### src/design/dlr_pkg.sv
// Shared constants, result type and character classes for the number literal recognizer.
`default_nettype none
package dlr_pkg;

  localparam int unsigned MaxLenDefault = 64;
  localparam int unsigned LenW = 7;

  localparam logic [7:0] CH_DOT   = 8'h2E;
  localparam logic [7:0] CH_LOW_E = 8'h65;
  localparam logic [7:0] CH_UP_E  = 8'h45;
  localparam logic [7:0] CH_PLUS  = 8'h2B;
  localparam logic [7:0] CH_MINUS = 8'h2D;
  localparam logic [7:0] CH_ZERO  = 8'h30;
  localparam logic [7:0] CH_NINE  = 8'h39;

  typedef enum logic [1:0] {
    VERDICT_MORE   = 2'd0,
    VERDICT_NUMBER = 2'd1,
    VERDICT_RESCAN = 2'd2,
    VERDICT_LONG   = 2'd3
  } verdict_t;

  typedef struct packed {
    verdict_t          verdict;
    logic [LenW-1:0]   length;
  } result_t;

  function automatic logic is_digit(input logic [7:0] c);
    is_digit = (c >= CH_ZERO) && (c <= CH_NINE);
  endfunction

  function automatic logic is_exp(input logic [7:0] c);
    is_exp = (c == CH_LOW_E) || (c == CH_UP_E);
  endfunction

  function automatic logic is_sign(input logic [7:0] c);
    is_sign = (c == CH_PLUS) || (c == CH_MINUS);
  endfunction

endpackage
`default_nettype wire

### src/design/dlr_core.sv
// Recognizer state, character count and per-character verdict logic.
`default_nettype none
module dlr_core #(
  parameter int unsigned MAX_LEN = dlr_pkg::MaxLenDefault
) (
  input  wire logic            clk,
  input  wire logic            rst,
  input  wire logic            step,
  input  wire logic [7:0]      ch,
  input  wire logic            end_of_text,
  output dlr_pkg::result_t     res
);
  import dlr_pkg::*;

  localparam int unsigned CntW = $clog2(MAX_LEN + 1);
  localparam logic [CntW-1:0] MaxCnt = CntW'(MAX_LEN);

  typedef enum logic [2:0] {
    ST_START = 3'd0,
    ST_LDOT  = 3'd1,
    ST_INT   = 3'd2,
    ST_FRAC  = 3'd3,
    ST_EXP   = 3'd4,
    ST_ESIGN = 3'd5,
    ST_EDIG  = 3'd6
  } state_t;

  state_t          scan_state, scan_state_next;
  logic [CntW-1:0] read_count;
  logic            fits;
  logic            accepting;
  logic            digit;
  logic            too_long;
  logic [CntW:0]   count_inc;

  assign digit     = is_digit(ch);
  assign count_inc = {1'b0, read_count} + (CntW+1)'(1);
  assign too_long  = read_count >= MaxCnt;

  always_comb begin
    fits            = 1'b1;
    scan_state_next = ST_START;
    accepting       = 1'b0;
    unique case (scan_state)
      ST_LDOT: begin
        scan_state_next = ST_FRAC;
        fits            = digit;
      end
      ST_INT: begin
        accepting = 1'b1;
        if (digit) begin
          scan_state_next = ST_INT;
        end else if (ch == CH_DOT) begin
          scan_state_next = ST_FRAC;
        end else begin
          scan_state_next = ST_EXP;
          fits            = is_exp(ch);
        end
      end
      ST_FRAC: begin
        accepting = 1'b1;
        if (digit) begin
          scan_state_next = ST_FRAC;
        end else begin
          scan_state_next = ST_EXP;
          fits            = is_exp(ch);
        end
      end
      ST_EXP: begin
        if (digit) begin
          scan_state_next = ST_EDIG;
        end else begin
          scan_state_next = ST_ESIGN;
          fits            = is_sign(ch);
        end
      end
      ST_ESIGN: begin
        scan_state_next = ST_EDIG;
        fits            = digit;
      end
      ST_EDIG: begin
        accepting       = 1'b1;
        scan_state_next = ST_EDIG;
        fits            = digit;
      end
      default: begin
        if (digit) begin
          scan_state_next = ST_INT;
        end else begin
          scan_state_next = ST_LDOT;
          fits            = (ch == CH_DOT);
        end
      end
    endcase
    if (end_of_text) begin
      fits = 1'b0;
    end
  end

  always_comb begin
    if (fits && too_long) begin
      res.verdict = VERDICT_LONG;
      res.length  = LenW'(MaxCnt);
    end else if (fits) begin
      res.verdict = VERDICT_MORE;
      res.length  = '0;
    end else if (accepting) begin
      res.verdict = VERDICT_NUMBER;
      res.length  = LenW'(read_count);
    end else begin
      res.verdict = VERDICT_RESCAN;
      res.length  = end_of_text ? LenW'(read_count) : LenW'(count_inc);
    end
  end

  always_ff @(posedge clk) begin
    if (rst) begin
      scan_state <= ST_START;
      read_count <= '0;
    end else if (step) begin
      if (res.verdict == VERDICT_MORE) begin
        scan_state <= scan_state_next;
        read_count <= count_inc[CntW-1:0];
      end else begin
        scan_state <= ST_START;
        read_count <= '0;
      end
    end
  end

  a_count_bound: assert property (@(posedge clk) disable iff (rst)
    read_count <= MaxCnt) else $error("character count beyond limit");

  a_restart: assert property (@(posedge clk) disable iff (rst)
    step && (res.verdict != VERDICT_MORE) |=> (read_count == '0) && (scan_state == ST_START))
    else $error("recognizer did not restart after a verdict");

  a_advance: assert property (@(posedge clk) disable iff (rst)
    step && (res.verdict == VERDICT_MORE) |=> read_count == $past(read_count) + 1'b1)
    else $error("count did not advance on a consumed character");

  a_idle_hold: assert property (@(posedge clk) disable iff (rst)
    !step |=> $stable(read_count) && $stable(scan_state))
    else $error("recognizer state moved without a character");

endmodule
`default_nettype wire

### src/design/decimal_number_literal_recognizer.sv
// Top level: input register, recognizer core and result register for number literals.
//
//  channel  | handshake            | payload
//  ---------+----------------------+--------------------
//  input    | in_valid / in_stall  | ch, end_of_text
//  output   | out_valid / out_stall| verdict, length
//
// One character per cycle unless the output stalls; each gives one result via both registers.
// The rate is set by the single state update per character in the recognizer core.
// Reset clears the recognizer to the start state with a zero count and empties both registers.
// A stalled result holds the input register; the input stalls only when that register is full.
`default_nettype none
module decimal_number_literal_recognizer #(
  parameter int unsigned MAX_LEN = dlr_pkg::MaxLenDefault
) (
  input  wire logic                    clk,
  input  wire logic                    rst,
  input  wire logic                    in_valid,
  output wire logic                    in_stall,
  input  wire logic [7:0]              ch,
  input  wire logic                    end_of_text,
  output logic                         out_valid,
  input  wire logic                    out_stall,
  output logic [1:0]                   verdict,
  output logic [dlr_pkg::LenW-1:0]     length
);
  import dlr_pkg::*;

  logic       s1_valid;
  logic [7:0] s1_ch;
  logic       s1_eot;
  logic       fire;
  logic       take;
  result_t    res;

  assign fire     = s1_valid && (!out_valid || !out_stall);
  assign in_stall = s1_valid && !fire;
  assign take     = in_valid && !in_stall;

  dlr_core #(
    .MAX_LEN(MAX_LEN)
  ) u_core (
    .clk        (clk),
    .rst        (rst),
    .step       (fire),
    .ch         (s1_ch),
    .end_of_text(s1_eot),
    .res        (res)
  );

  always_ff @(posedge clk) begin
    if (rst) begin
      s1_valid <= 1'b0;
    end else if (take) begin
      s1_valid <= 1'b1;
    end else if (fire) begin
      s1_valid <= 1'b0;
    end
    if (take) begin
      s1_ch  <= ch;
      s1_eot <= end_of_text;
    end
  end

  always_ff @(posedge clk) begin
    if (rst) begin
      out_valid <= 1'b0;
    end else if (fire) begin
      out_valid <= 1'b1;
    end else if (!out_stall) begin
      out_valid <= 1'b0;
    end
    if (fire) begin
      verdict <= res.verdict;
      length  <= res.length;
    end
  end

endmodule
`default_nettype wire
### config.mk
export PLATFORM = sky130hd
export DESIGN_NAME = decimal_number_literal_recognizer
export DESIGN_NICKNAME = d
export VERILOG_FILES = /design/src/design/dlr_pkg.sv /design/src/design/dlr_core.sv /design/src/design/decimal_number_literal_recognizer.sv
export SDC_FILE = /design/constraint.sdc
export NUM_CORES = 1
export LEC_CHECK = 0
export ABC_CLOCK_PERIOD_IN_PS = 2200
export BUFFER_PORTS_ARGS = -buffer_cell sky130_fd_sc_hd__buf_2
export CORE_ASPECT_RATIO = 1.75
export CORE_MARGIN = 10
export CORE_UTILIZATION = 30
export CTS_BUF_LIST = sky130_fd_sc_hd__clkbuf_8
export CTS_CLUSTER_SIZE = 20
export DETAILED_ROUTE_END_ITERATION = 8
export PLACE_DENSITY_LB_ADDON = 0.08
export RECOVER_POWER = 50
export SLEW_MARGIN = 20
export SYNTH_ARGS = -nofsm -noshare
export SYNTH_HDL_FRONTEND = slang
export SYNTH_SLANG_ARGS = --single-unit
### constraint.sdc
create_clock -name clk -period 2.2 [get_ports clk]
set_clock_uncertainty 0.05 [all_clocks]
set_input_delay 0.11 -clock clk [delete_from_list [all_inputs] [get_ports clk]]
set_output_delay 0.11 -clock clk [all_outputs]
set_load 0.03 [all_outputs]
==> reports/metrics.sh, run 1 <==
RUN_STATUS='finished clean'
FLOORPLAN.ROWS=33
CLOCK_POWER_SHARE_PCT=36.1
AREA_GROWTH_PCT=26.11
DIE_AREA_UM2=8297
POSTLAYOUTCOREUTIL_PCT=39.58
DRT_ITER0_DRC=33
INITIAL_ANTENNA_VIOLATION_COUNT=0
WIRE_PER_INST_UM=13.62
WORSTHOLDPATHTYPE='input pin to register'
FINALNONFILLERCELLS=247
PATH_COMMON_CELL='sky130_fd_sc_hd__buf_4'
GP_CONGESTION=0.7428
FINAL_COMMON_CELL='sky130_fd_sc_hd__nor2_1'
DRV.MAX_CAP_VIOLATION_COUNT=0
P_SEQ_SHARE_PCT=55.6
MAPPEDNETLISTAREA_UM2=1490
TIMING.SETUP.TNS_NS=0
SEQUENTIAL_CELL_AREA_UM2=782.0
CORE_AREA_UM2=4748
NUMBER_OF_BUFFERS_AND_INVERTERS_ON_THE_CRITICAL_PATH=2
INTERNAL_POWER_mW=0.8663
LAYOUT-DRIVE-GT1-SHARE_PCT=17.95
FINAL_CELL_MIX='20 x sky130_fd_sc_hd__nor2_1, 18 x sky130_fd_sc_hd__nand2_1, 18 x sky130_fd_sc_hd__edfxtp_1, 13 x sky130_fd_sc_hd__buf_2'
YOSYSWARNINGS=0
ANTENNADIODECOUNT=0
SYNTH_ENABLE_FLOP_CELLS=18
SLEW-LIMIT-HEADROOM_PCT=64.74
CLKSLEWWORSTSETUPHOLDPATHS_NS=0.06
DRT_PASS1_ITERATIONS=4
WORST-SETUP-PATH-TYPE='register to register'
DETAILED_PLACE_HPWL_UM=2548
REQUIRED_TIME_OF_THE_WORST_SETUP_PATH_NS=2.36
CTS_TREE='yes'
CTSHTREEMAXLEVEL=2
POST_DP_CELL_AREA_UM2=1692
SYNTH_NETS=167
NUMBER_OF_PLACED_INSTANCES_TAPS_INCLUDED=227
IR_DROP_WORST_CASE_VDD_V=0.0004239
CLK_ROOT_BUFFER_CELL='sky130_fd_sc_hd__clkbuf_8'
CTS_NUM_SINKS=30
YOSYSSEQAREASHARE_PCT=52.39
POST-ROUTE-WORST-SETUP-SLACK_NS=0.1236
CTS-ROOT-TO-SINK-BUFFERS=2
FINAL_MAX_SLEW_VIOL_COUNT=0
NUMPORTBUFFERS=23
GRT_USE_MET1_PCT=7.446
INITIAL_CORE_UTIL_PCT=31.38
PART_OF_THE_TOTAL_POWER_DISSIPATED_IN_COMBINATIONAL_LOGIC_PCT=8.3
CRITICAL-PATH-SLOWEST-CELL='sky130_fd_sc_hd__edfxtp_1'
GRT_FIRST_PASS_WIRELENGTH_UM=5664
PWR_DENSITY_CELL_nW_PER_UM2=601.1
ROUTE.FINAL.WIRE_LENGTH_UM=3365
SYNTHESIS.AREA_PER_INSTANCE_UM2=9.804
MULTI_INPUT_AREA_UM2=664.4
CP_MAX_FO=9
GRT.MET2_USAGE_PCT=15.77
GRT_START_MAX_NET_PINS=16
LEAKAGE_nW=0.6977
DPL_WORST_SLACK_NS=0.03863
TIMING.CRITICAL_PATH.MAX_DELAY_FAMILY='compound AO/OA/AOI/OAI gates'
FINALCRITICALPERIOD_NS=2.076
GR-USAGE-ALL-LAYERS_PCT=8.378
GR_UTIL_MET3_PCT=2.975
POSTSYNTH.ASYNCRESETSHARE_PCT=0
INSERTION_DELAY_NS=0.27
NUMCTSBUFFERS=5
MAX_FREQ_GHz=0.4816
WORSTSETUPSTARTPOINTTYPE='register'
DIE_SPAN_Y_UM=113.2
REMAINING_DRC_ERRORS=0
SYNTH_CELL_TYPE_COUNT=40
NUM-NETS-FINAL=209
DIE_X_EXTENT_UM=73.28
POST_ROUTE_FRACTION_OF_THE_PERIOD_CONSUMED_BY_THE_CRITICAL_PATH_PCT=94.38
ANTENNA_LEFT=0
FINAL-SETUP-VIOL-COUNT=0
CP-END-KIND='register'
WORSTMARGINPINSLEW_NS=0.5284
CRITICAL_PATH.MAX_STAGE_DELAY_NS=0.44
FINAL_HOLD_VIOL_COUNT=0
DOMINANTREGCELLSYNTH='sky130_fd_sc_hd__edfxtp_1'
TOP_LEVEL_PORTS=24
SYN-INSTANCE-COUNT=152
GRT-BUSIEST-LAYER='met2'
POWER.SWITCHING_mW=0.2633
FIRST_GLOBAL_VIAS=1253
LAYOUT.FILLER_CELLS=477
GLOBAL_ROUTE.OVERFLOW_TOTAL=0
POST-ROUTE-CELL-AREA_UM2=1879
CRIT_ARRIVAL_NS=2.23
DR_TOTAL_VIAS=1243
PATH_CELLS='nor3b_4 -> buf_4 -> a2bb2oi_1 -> a211o_1 -> a21oi_2 -> buf_4 -> nand4_1 -> a21oi_1'
SWITCHING_SHARE_PCT=23.31
DETAIL_ROUTE.VIAS_PER_CELL=5.032
YOSYS_REGISTER_BITS=30
Yosys cell counts, types with 2 or more instances:
master	count	area share (%)
sky130_fd_sc_hd__nand4b_1	2	1.2
sky130_fd_sc_hd__inv_1	6	1.5
sky130_fd_sc_hd__and3_1	2	0.84
sky130_fd_sc_hd__a21oi_1	9	3.0
sky130_fd_sc_hd__nand4_1	6	2.5
sky130_fd_sc_hd__and2_1	2	0.84
sky130_fd_sc_hd__dfxtp_1	12	16
sky130_fd_sc_hd__nor2_1	20	5.0
sky130_fd_sc_hd__edfxtp_1	18	36
sky130_fd_sc_hd__a31oi_1	3	1.3
sky130_fd_sc_hd__nor2b_1	5	2.1
sky130_fd_sc_hd__xor2_1	3	1.8
sky130_fd_sc_hd__nor3_1	4	1.3
sky130_fd_sc_hd__nand3_1	5	1.7
sky130_fd_sc_hd__nor3b_2	2	1.7
sky130_fd_sc_hd__xnor2_1	3	1.8
sky130_fd_sc_hd__a22oi_1	2	1.0
sky130_fd_sc_hd__o21ai_1	5	1.7
sky130_fd_sc_hd__ha_1	2	1.7
sky130_fd_sc_hd__nand2_1	18	4.5
sky130_fd_sc_hd__clkbuf_1	4	1.0
stage by stage:
stage	hold slack (ns)	power, mW
after floorplan	0.1589	0.6868
after global routing	0.05563	1.184
after CTS	0.01222	1.144
after detailed placement	0.2381	0.7205
final	0.01236	1.130
after global placement	0.2370	0.7199
worst register-to-register path, stage by stage, from the launching register on:
cell and delay (ns):
sky130_fd_sc_hd__edfxtp_1 0.44, sky130_fd_sc_hd__nor3b_4 0.26, sky130_fd_sc_hd__buf_4 0.16, sky130_fd_sc_hd__a2bb2oi_1 0.06
sky130_fd_sc_hd__a211o_1 0.37, sky130_fd_sc_hd__a21oi_2 0.23, sky130_fd_sc_hd__buf_4 0.19, sky130_fd_sc_hd__nand4_1 0.10
sky130_fd_sc_hd__a21oi_1 0.16
final timing paths:
kind,startpoint,end,slack [ns],cells past startpoint
worst max-delay path,s1_ch[4],u_core.read_count[6],0.12,8
worst min-delay path,in_valid,s1_valid,0.01,3
worst max register to register,s1_ch[4],u_core.read_count[6],0.12,8
worst min register to register,s1_valid,out_valid,0.45,2
cells by family after synthesis:
kind of cell	share of synthesized area (%)
AOI/OAI and AO/OA	13.69
xor gates and xnor gates	3.527
adders and majority gates	1.679
buffers and inverters	3.610
DFF	52.39
muxes	0.6717
and+or+nand+nor	24.43
per-layer routing:
layer  part of all wire (%)  up-vias
met5                      0        -
met4                    1.3        0
met3                    6.3        5
met2                     55       42
met1                     37      572
li1                       -      624
power groups by stage:
stage               registers [mW]  logic [mW]  clock network, mW
finish                       0.628      0.0934              0.408
global route                 0.630       0.103              0.451
CTS                          0.626      0.0940              0.423
detailed placement           0.639      0.0818                  0
global placement             0.639      0.0813                  0
floorplan                    0.653      0.0343                  0
state kept, by name, indices dropped and copies added, names as in the netlist:
| signal | flops |
|---|---|
| s1_ch | 8 |
| length | 7 |
| u_core.read_count | 7 |
| u_core.scan_state | 3 |
| verdict | 2 |
| out_valid | 1 |
| s1_eot | 1 |
| s1_valid | 1 |
final cells by class:
cell class | instances | share of cell area (%)
multi-input combinational | 109 | 35.35
clock buffer | 5 | 3.662
clock inverter | 3 | 0.6658
timing repair buffer | 42 | 14.05
sequential | 30 | 41.61
inverter | 6 | 1.198
tap | 52 | 3.462
what timing repair did:
action                     in CTS  in global routing
hold buffers                    9                  0
setup endpoints to repair       0                 12
hold endpoints to repair        9                  0
gates resized for setup         0                  3
buffers inserted                0                  3
Power figures use the tool's default switching activity.
==> inputs of run 2 (changes only) <==
--- a/config.mk
+++ b/config.mk
@@ -5,6 +5,7 @@
 export SDC_FILE = /design/constraint.sdc
 export NUM_CORES = 1
 export LEC_CHECK = 0
+export ABC_AREA = 1
 export ABC_CLOCK_PERIOD_IN_PS = 2200
 export BUFFER_PORTS_ARGS = -buffer_cell sky130_fd_sc_hd__buf_2
 export CORE_ASPECT_RATIO = 1.75
==> run 2 against run 1 <==
Sequential share of layout area is 0.094 points lower. Cell count grew 17%. Combinational power fell by 9.0%. Critical path depth grew 2. Sequential cell count unchanged. Cell area is essentially flat. Register-to-register slack improved by 0.31 ns. Critical endpoint is now verdict[0].
==> reports/metrics.sh, run 2 <==
DRT_ITER0_DRC=53  # +61%
REG2REGPATHDEPTH=10  # +2
REMAINING_DRC_ERRORS=0  # unchanged
MAPPEDNETLISTAREA_UM2=1540  # +3.4%
CTS_NUM_SINKS=30  # unchanged
POST_SYNTH_AND_OR_NAND_NOR_AREA_FRACTION_PCT=29.08  # +4.6 points
INITIAL_ANTENNA_VIOLATION_COUNT=0  # unchanged
TOP_LEVEL_PORTS=24  # unchanged
DRV.MAX_CAP_VIOLATION_COUNT=0  # unchanged
CP-END-KIND='register'
SYNTH_ENABLE_FLOP_CELLS=18  # unchanged
NUM-NETS-FINAL=250  # +20%
DIE_X_EXTENT_UM=74.17  # +1.2%
ROUTE.FINAL.WIRE_LENGTH_UM=3342  # -0.68%
MOST_USED_STANDARD_CELLS_IN_THE_SYNTHESIZED_NETLIST='58 x sky130_fd_sc_hd__nor2_1, 29 x sky130_fd_sc_hd__nand2_1, 28 x sky130_fd_sc_hd__inv_1'
SYNTHMUXAREASHARE_PCT=0  # -0.67 points
ANTENNADIODECOUNT=0  # unchanged
GR-USAGE-ALL-LAYERS_PCT=8.640  # +0.26 points
SYNTH_CELL_TYPE_COUNT=20  # -50%
SEQUENTIAL_CELL_AREA_UM2=780.7  # -0.16%
YOSYS_REGISTER_BITS=30  # unchanged
FINAL_MAX_SLEW_VIOL_COUNT=0  # unchanged
SYNTHADDERAREAFRAC_PCT=1.625  # -0.055 points
POSTSYNTH.ASYNCRESETSHARE_PCT=0  # unchanged
CTS-ROOT-TO-SINK-BUFFERS=2  # unchanged
CLKSLEWWORSTSETUPHOLDPATHS_NS=0.06  # about the same
POST_ROUTE_FRACTION_OF_THE_PERIOD_CONSUMED_BY_THE_CRITICAL_PATH_PCT=80.49  # -14 points
REG2REG_SLACK_NS=0.43  # +0.31 ns
REGMOSTFLOPS='s1_ch'
DETAILED_PLACE_HPWL_UM=2683  # +5.3%
CRITICAL_PATH.MAX_STAGE_DELAY_NS=0.40  # -0.04 ns
FIN_WORST_HOLD_SLACK_NS=0.04651  # +0.03415 ns
DPL_WORST_SLACK_NS=0.4314  # +0.3927 ns
NUMCTSBUFFERS=5  # unchanged
IR_DROP_WORST_CASE_VDD_V=0.0005485  # +29%
WORSTHOLDPATHTYPE='input pin to register'
GP_CONGESTION=0.7691  # +3.5%
BIGGESTREGSBYFLOPS='s1_ch x8, length x7, u_core.read_count x7'
FINAL_HOLD_VIOL_COUNT=0  # unchanged
REQUIRED_TIME_OF_THE_WORST_SETUP_PATH_NS=2.17  # -0.19 ns
SYN-INSTANCE-COUNT=196  # +29%
CRIT_START='s1_ch[6]'
LAYOUT.FILLER_CELLS=539  # +13%
CORE_AREA_UM2=4977  # +4.8%
SYNTH-COMPOUND-AREA-SHARE_PCT=7.474  # -6.2 points
FIRST_GLOBAL_VIAS=1324  # +5.7%
RUN_STATUS='finished clean'
SYNTH_NETS=211  # +26%
GRT_FIRST_PASS_WIRELENGTH_UM=5733  # +1.2%
DIE_SPAN_Y_UM=114.8  # +1.4%
PATH_CELLS='nor2_1 -> nand2_1 -> nor2_1 -> nand2_1 -> nand3_1 -> nand2_1 -> nand2_2 -> nand2_1 -> nor2_1 -> a21oi_1'
DETAIL_ROUTE.VIAS_PER_CELL=4.453  # -12%
LAYOUT-DRIVE-GT1-SHARE_PCT=11.91  # -6.0 points
FINAL_COMMON_CELL='sky130_fd_sc_hd__nor2_1'
POST-ROUTE-WORST-SETUP-SLACK_NS=0.4292  # +0.3056 ns
FLOORPLAN.ROWS=34  # +3.0%
DIE_AREA_UM2=8513  # +2.6%
MAX_FREQ_GHz=0.5647  # +17%
WORSTSETUPSTARTPOINTTYPE='register'
CTSHTREEMAXLEVEL=2  # unchanged
FINALCRITICALPERIOD_NS=1.771  # -0.3056 ns
WORST_HOLD_PATH.NUM_CELLS=3  # unchanged
SLEW-LIMIT-HEADROOM_PCT=62.21  # -2.5 points
INITIAL_CORE_UTIL_PCT=30.95  # -0.44 points
CTS_POST_SETUP_BUFFERS_INSERTED=0  # unchanged
MULTI_INPUT_AREA_UM2=631.9  # -4.9%
MET3_LENGTH_UM=210  # -0.94%
INSERTION_DELAY_NS=0.28  # about the same
CRIT_ARRIVAL_NS=1.74  # -0.49 ns
CP_MAX_FO=5  # -4
GLOBAL_ROUTE.OVERFLOW_TOTAL=0  # unchanged
FINAL-SETUP-VIOL-COUNT=0  # unchanged
YS_TOP_CELLS_BY_AREA='sky130_fd_sc_hd__edfxtp_1 35%, sky130_fd_sc_hd__dfxtp_1 16%, sky130_fd_sc_hd__nor2_1 14%, sky130_fd_sc_hd__nand2_1 7.1%, sky130_fd_sc_hd__inv_1 6.8%'
DOMINANTREGCELLSYNTH='sky130_fd_sc_hd__edfxtp_1'
WIRE_PER_INST_UM=11.56  # -15%
WORSTMARGINPINSLEW_NS=0.5668  # +0.03847 ns
FINAL_CELL_MIX='58 x sky130_fd_sc_hd__nor2_1, 30 x sky130_fd_sc_hd__inv_1, 29 x sky130_fd_sc_hd__nand2_1, 18 x sky130_fd_sc_hd__edfxtp_1, 13 x sky130_fd_sc_hd__buf_2'
PWR_DENSITY_CELL_nW_PER_UM2=592.3  # -1.5%
NUMPORTBUFFERS=23  # unchanged
SYNTHESIS.AREA_PER_INSTANCE_UM2=7.858  # -20%
MAIN_COMBINATIONAL_CELL_FAMILY_BY_AREA_AFTER_SYNTHESIS='simple AND/OR/NAND/NOR gates'
CLK_ROOT_BUFFER_CELL='sky130_fd_sc_hd__clkbuf_8'
GRT_START_MAX_NET_PINS=13  # -3
ROUTED.TOP_LAYER='met4'
TIMING.SETUP.TNS_NS=0  # unchanged
ENDPOINT='verdict[0]'
R2R_END='verdict[0]'
CTS_TREE='yes'
MOST_REPEATED_CELL_IN_THE_GATE_LEVEL_NETLIST_AFTER_SYNTHESIS='sky130_fd_sc_hd__nor2_1'
WORST-SETUP-PATH-TYPE='register to register'
YOSYSSEQAREASHARE_PCT=50.69  # -1.7 points
POST-SYNTH-TOP-AREA-FRACTION_PCT=35.09  # -1.2 points
MET1WIRELENGTH_UM=1158  # -7.8%
DRT_PASS1_ITERATIONS=4  # unchanged
ANTENNA_LEFT=0  # unchanged
SYNTH_TOP_CELL_BY_AREA='sky130_fd_sc_hd__edfxtp_1'
RR_STARTPOINT='s1_ch[6]'
LEAKAGE_nW=0.7805  # +12%
YOSYSWARNINGS=0  # unchanged
WL_MET2_UM=1903  # +2.9%
AREA_GROWTH_PCT=22.10
DR_TOTAL_VIAS=1287  # +3.5%
SYNTHXORXNORAREAFRAC_PCT=2.843  # -0.68 points
LARGEST_REGISTER_FFS=8  # unchanged
RSZ0062_AT_GRT='no'
CRITICAL-PATH-SLOWEST-CELL='sky130_fd_sc_hd__edfxtp_1'
PATH_COMMON_CELL='sky130_fd_sc_hd__nand2_1'
## run 2: changes by cell type in the layout (fill, tap and decap cells not counted), sizes merged, moves of 5 or more
cell	previous run	this run
nor2	20	59
buf	22	14
nand2	18	30
nor2b	5	0
inv	7	34
## run 2: how the worst min path moves through the flow
stage	endpoint	slack (ns)	from
3_5_place_dp	s1_ch[2]	0.24	ch[2]
5_1_grt	s1_valid	0.07	in_valid
3_3_place_gp	s1_ch[3]	0.24	ch[3]
4_1_cts	s1_valid	0.05	in_valid
6_report	s1_valid	0.05	in_valid
2_1_floorplan	out_valid	0.13	rst
## run 2: cell type report
type,count,share of cell area (%)
well taps,54,3.593
multi-input cells,132,33.60
clock inverters,2,0.3992
repair buffers,34,10.85
flip-flops and latches,30,41.52
clock buffers,5,3.659
inverters,32,6.387
## run 2: cell families (layout without fill, tap and decap cells)
group / after synthesis / count (layout)
adder cells (fa/ha/maj): 2 / 2
flip-flops: 30 / 30
AO/OA/AOI/OAI: 21 / 21
buffers and inverters: 34 / 73
AND/OR/NAND/NOR: 104 / 104
XOR/XNOR: 5 / 5
## run 2: metal layers
metal / GRT usage (%) / vias to the layer above
met2: 16.50 / 24
met1: 7.598 / 565
met3: 2.847 / 6
li1: - / 692
met5: 0 / -
met4: 4.120 / 0
## run 2: metrics by stage
step | instances | util [%] | power [mW] | cell area [um^2]
floorplan | 196 | - | 0.6831 | 1540
global placement | 273 | 34.84 | 0.7150 | 1734
detailed placement | 273 | 34.84 | 0.7148 | 1734
CTS | 289 | 38.19 | 1.136 | 1901
global route | 289 | 37.78 | 1.164 | 1881
finish | 289 | 37.78 | 1.114 | 1881
## run 2: worst max-delay path, delay by kind of cell, from the launching register on
kind / cells / cell delay [ns]
and+or+nand+nor: 9 / 1.00
AOI/OAI and AO/OA: 1 / 0.06
DFF: 1 / 0.40
## run 2: report_power, final
group	switching, mW	internal [mW]	total [mW]	leakage [nW]
Clock	0.196	0.208	0.404	0.0466
Combinational	0.0523	0.0326	0.0850	0.460
Sequential	0.0101	0.615	0.625	0.274
## run 2: what timing repair did
action | 4_1_cts | 5_1_grt
hold buffers | 9 | 0
hold endpoints to repair | 9 | 0
resized for setup | 0 | 0
==> inputs of run 3 (changes only) <==
--- a/config.mk
+++ b/config.mk
@@ -5,8 +5,8 @@
 export SDC_FILE = /design/constraint.sdc
 export NUM_CORES = 1
 export LEC_CHECK = 0
-export ABC_AREA = 1
-export ABC_CLOCK_PERIOD_IN_PS = 2200
+export ABC_AREA = 0
+export ABC_CLOCK_PERIOD_IN_PS = 1500
 export BUFFER_PORTS_ARGS = -buffer_cell sky130_fd_sc_hd__buf_2
 export CORE_ASPECT_RATIO = 1.75
 export CORE_MARGIN = 10
==> constraint.sdc (replaced) <==
create_clock -name clk -period 1.5 [get_ports clk]
set_clock_uncertainty 0.05 [all_clocks]
set_input_delay 0.075 -clock clk [delete_from_list [all_inputs] [get_ports clk]]
set_output_delay 0.075 -clock clk [all_outputs]
set_load 0.03 [all_outputs]
==> run 3 against run 2 <==
The flow now finishes with violations (setup timing). Die area is 2.5% lower. Global-route usage is 0.65 points higher. Critical path depth is 3 lower. Core utilization is 7.0 points higher. Sequential share of layout area is 4.7 points lower. Cell area is 13% higher. Wire length is 10% higher. Critical path type unchanged. Largest cell class unchanged.
==> reports/metrics.sh, run 3 (synthesis results as in run 1) <==
RUN_STATUS='complete, but fails checks'
PWR_DENSITY_CELL_nW_PER_UM2=797.8  # +35%
NUM-NETS-FINAL=228  # -8.8%
RSZ0062_AT_GRT='yes'
FINAL-SETUP-VIOL-COUNT=19  # +19
WORST-SETUP-PATH-TYPE='register to register'
TOP_LEVEL_PORTS=24  # unchanged
CTS_NUM_SINKS=30  # unchanged
DETAILED_PLACE_HPWL_UM=2816  # +5.0%
GP_CONGESTION=0.8151  # +6.0%
WIRE_PER_INST_UM=13.88  # +20%
CRITICAL_PATH.MAX_STAGE_DELAY_NS=0.48  # +0.08 ns
GRT_FIRST_PASS_WIRELENGTH_UM=6182  # +7.8%
LARGEST_REGISTER_FFS=8  # unchanged
GLOBAL_ROUTE.OVERFLOW_TOTAL=0  # unchanged
AREA_GROWTH_PCT=42.65
CRITICAL-PATH-SLOWEST-CELL='sky130_fd_sc_hd__a2111oi_4'
FLOORPLAN.ROWS=33  # -2.9%
NUMCTSBUFFERS=5  # unchanged
DIE_SPAN_Y_UM=113.2  # -1.4%
RR_STARTPOINT='s1_ch[7]'
INITIAL_ANTENNA_VIOLATION_COUNT=0  # unchanged
GRT_START_MAX_NET_PINS=15  # +2
PATH_CELLS='nor3b_4 -> nand3_1 -> o31a_1 -> a211o_4 -> a2111oi_4 -> a21oi_1 -> o21ai_1'
CRIT_ARRIVAL_NS=2.29  # +0.55 ns
DRV.MAX_CAP_VIOLATION_COUNT=0  # unchanged
WORSTSETUPSTARTPOINTTYPE='register'
MAX_FREQ_GHz=0.4726  # -16%
ROUTE.FINAL.WIRE_LENGTH_UM=3691  # +10%
FINAL_CELL_MIX='24 x sky130_fd_sc_hd__buf_4, 18 x sky130_fd_sc_hd__nand2_1, 18 x sky130_fd_sc_hd__edfxtp_1, 15 x sky130_fd_sc_hd__nor2_1, 14 x sky130_fd_sc_hd__buf_2'
CTS-ROOT-TO-SINK-BUFFERS=2  # unchanged
DIE_X_EXTENT_UM=73.28  # -1.2%
FIN_WORST_HOLD_SLACK_NS=0.01212  # -0.03440 ns
FINAL_HOLD_VIOL_COUNT=0  # unchanged
CP_MAX_FO=5  # unchanged
LAYOUT-DRIVE-GT1-SHARE_PCT=31.78  # +20 points
WORSTMARGINPINSLEW_NS=0.4071  # -0.1597 ns
CLK_ROOT_BUFFER_CELL='sky130_fd_sc_hd__clkbuf_8'
WORSTHOLDPATHTYPE='input pin to register'
REQUIRED_TIME_OF_THE_WORST_SETUP_PATH_NS=1.67  # -0.50 ns
CTS_TREE='yes'
CRIT_START='s1_ch[7]'
GR-USAGE-ALL-LAYERS_PCT=9.290  # +0.65 points
INITIAL_CORE_UTIL_PCT=31.38  # +0.44 points
SLEW-LIMIT-HEADROOM_PCT=72.86  # +11 points
DETAIL_ROUTE.VIAS_PER_CELL=4.917  # +10%
FINAL_MAX_SLEW_VIOL_COUNT=0  # unchanged
DR_TOTAL_VIAS=1308  # +1.6%
FINALCRITICALPERIOD_NS=2.116  # +0.3450 ns
ANTENNADIODECOUNT=0  # unchanged
FIRST_GLOBAL_VIAS=1395  # +5.4%
CLKSLEWWORSTSETUPHOLDPATHS_NS=0.06  # about the same
FINAL_COMMON_CELL='sky130_fd_sc_hd__buf_4'
FAILED_CHECKS='setup timing'
TIMING.SETUP.TNS_NS=-9.439  # -9.439 ns
HOLDCRITSTARTPOINT='out_stall'
REMAINING_DRC_ERRORS=0  # unchanged
CTSHTREEMAXLEVEL=2  # unchanged
CP-END-KIND='register'
DIE_AREA_UM2=8297  # -2.5%
POST_ROUTE_FRACTION_OF_THE_PERIOD_CONSUMED_BY_THE_CRITICAL_PATH_PCT=141.1  # +61 points
DRT_PASS1_ITERATIONS=4  # unchanged
LEAKAGE_nW=0.8049  # +3.1%
IR_DROP_WORST_CASE_VDD_V=0.0006541  # +19%
REGMOSTFLOPS='s1_ch'
NUMPORTBUFFERS=23  # unchanged
CORE_AREA_UM2=4748  # -4.6%
BIGGESTREGSBYFLOPS='s1_ch x8, length x7, u_core.read_count x7'
ANTENNA_LEFT=0  # unchanged
POST-ROUTE-WORST-SETUP-SLACK_NS=-0.6158  # -1.045 ns
INSERTION_DELAY_NS=0.28  # about the same
DRT_ITER0_DRC=34  # -36%
==> run 3: stage by stage <==
stage / cell area (um^2) / utilization, % / setup slack (ns) / power [mW] / std cells
after floorplan: 1504 / - / -0.4348 / 1.008 / 152
after global placement: 1864 / 39.26 / -0.5498 / 1.075 / 247
final: 2126 / 44.77 / -0.6158 / 1.696 / 266
after detailed placement: 1864 / 39.26 / -0.6365 / 1.078 / 247
after global routing: 2126 / 44.77 / -0.7714 / 1.776 / 266
after CTS: 2069 / 43.58 / -0.6209 / 1.716 / 265
==> run 3: final timing paths <==
path                          end  slack (ns)  cells after the start
max reg2reg  u_core.read_count[5]       -0.62                      7
min reg2reg             out_valid        0.45                      2
min                     out_valid        0.01                      3
max          u_core.read_count[5]       -0.62                      7
==> run 3: per-layer routing <==
| layer | routed length, um | up-vias | track usage (%) | part of all wire, % |
|---|---|---|---|---|
| met5 | 0 | - | 0 | 0 |
| met4 | 96 | 0 | 4.835 | 2.6 |
| met3 | 188 | 8 | 2.800 | 5.1 |
| met2 | 2113 | 28 | 17.96 | 57 |
| met1 | 1293 | 608 | 7.880 | 35 |
| li1 | - | 664 | - | - |
==> run 3: cell type report <==
| type | instances | area (um^2) |
|---|---|---|
| Clock buffer | 5 | 68.82 |
| Clock inverter | 3 | 12.51 |
| Fill cell | 441 | 2623 |
| Inverter | 6 | 22.52 |
| Multi-Input combinational cell | 109 | 737.0 |
| Sequential cell | 30 | 782.0 |
| Tap cell | 52 | 65.06 |
| Timing Repair Buffer | 61 | 437.9 |
==> run 3: timing repair <==
action / in CTS / in global routing
hold endpoints to repair: 10 / 0
pin swaps: 2 / 9
setup buffers: 0 / 1
setup endpoints to repair: 19 / 19
cloned: 0 / 0
hold buffers: 10 / 0
resized for setup: 6 / 14
==> run 3: power by group <==
group	switching, mW	total [mW]	internal [mW]
Clock	0.297	0.608	0.311
Sequential	0.0155	0.918	0.902
Combinational	0.0929	0.170	0.0775
==> run 3: worst max-delay path, delay by kind of cell (launching register included) <==
| kind | cells | cell delay [ns] |
|---|---|---|
| AND/OR/NAND/NOR | 2 | 0.35 |
| flip-flops | 1 | 0.44 |
| AO/OA/AOI/OAI | 5 | 1.20 |
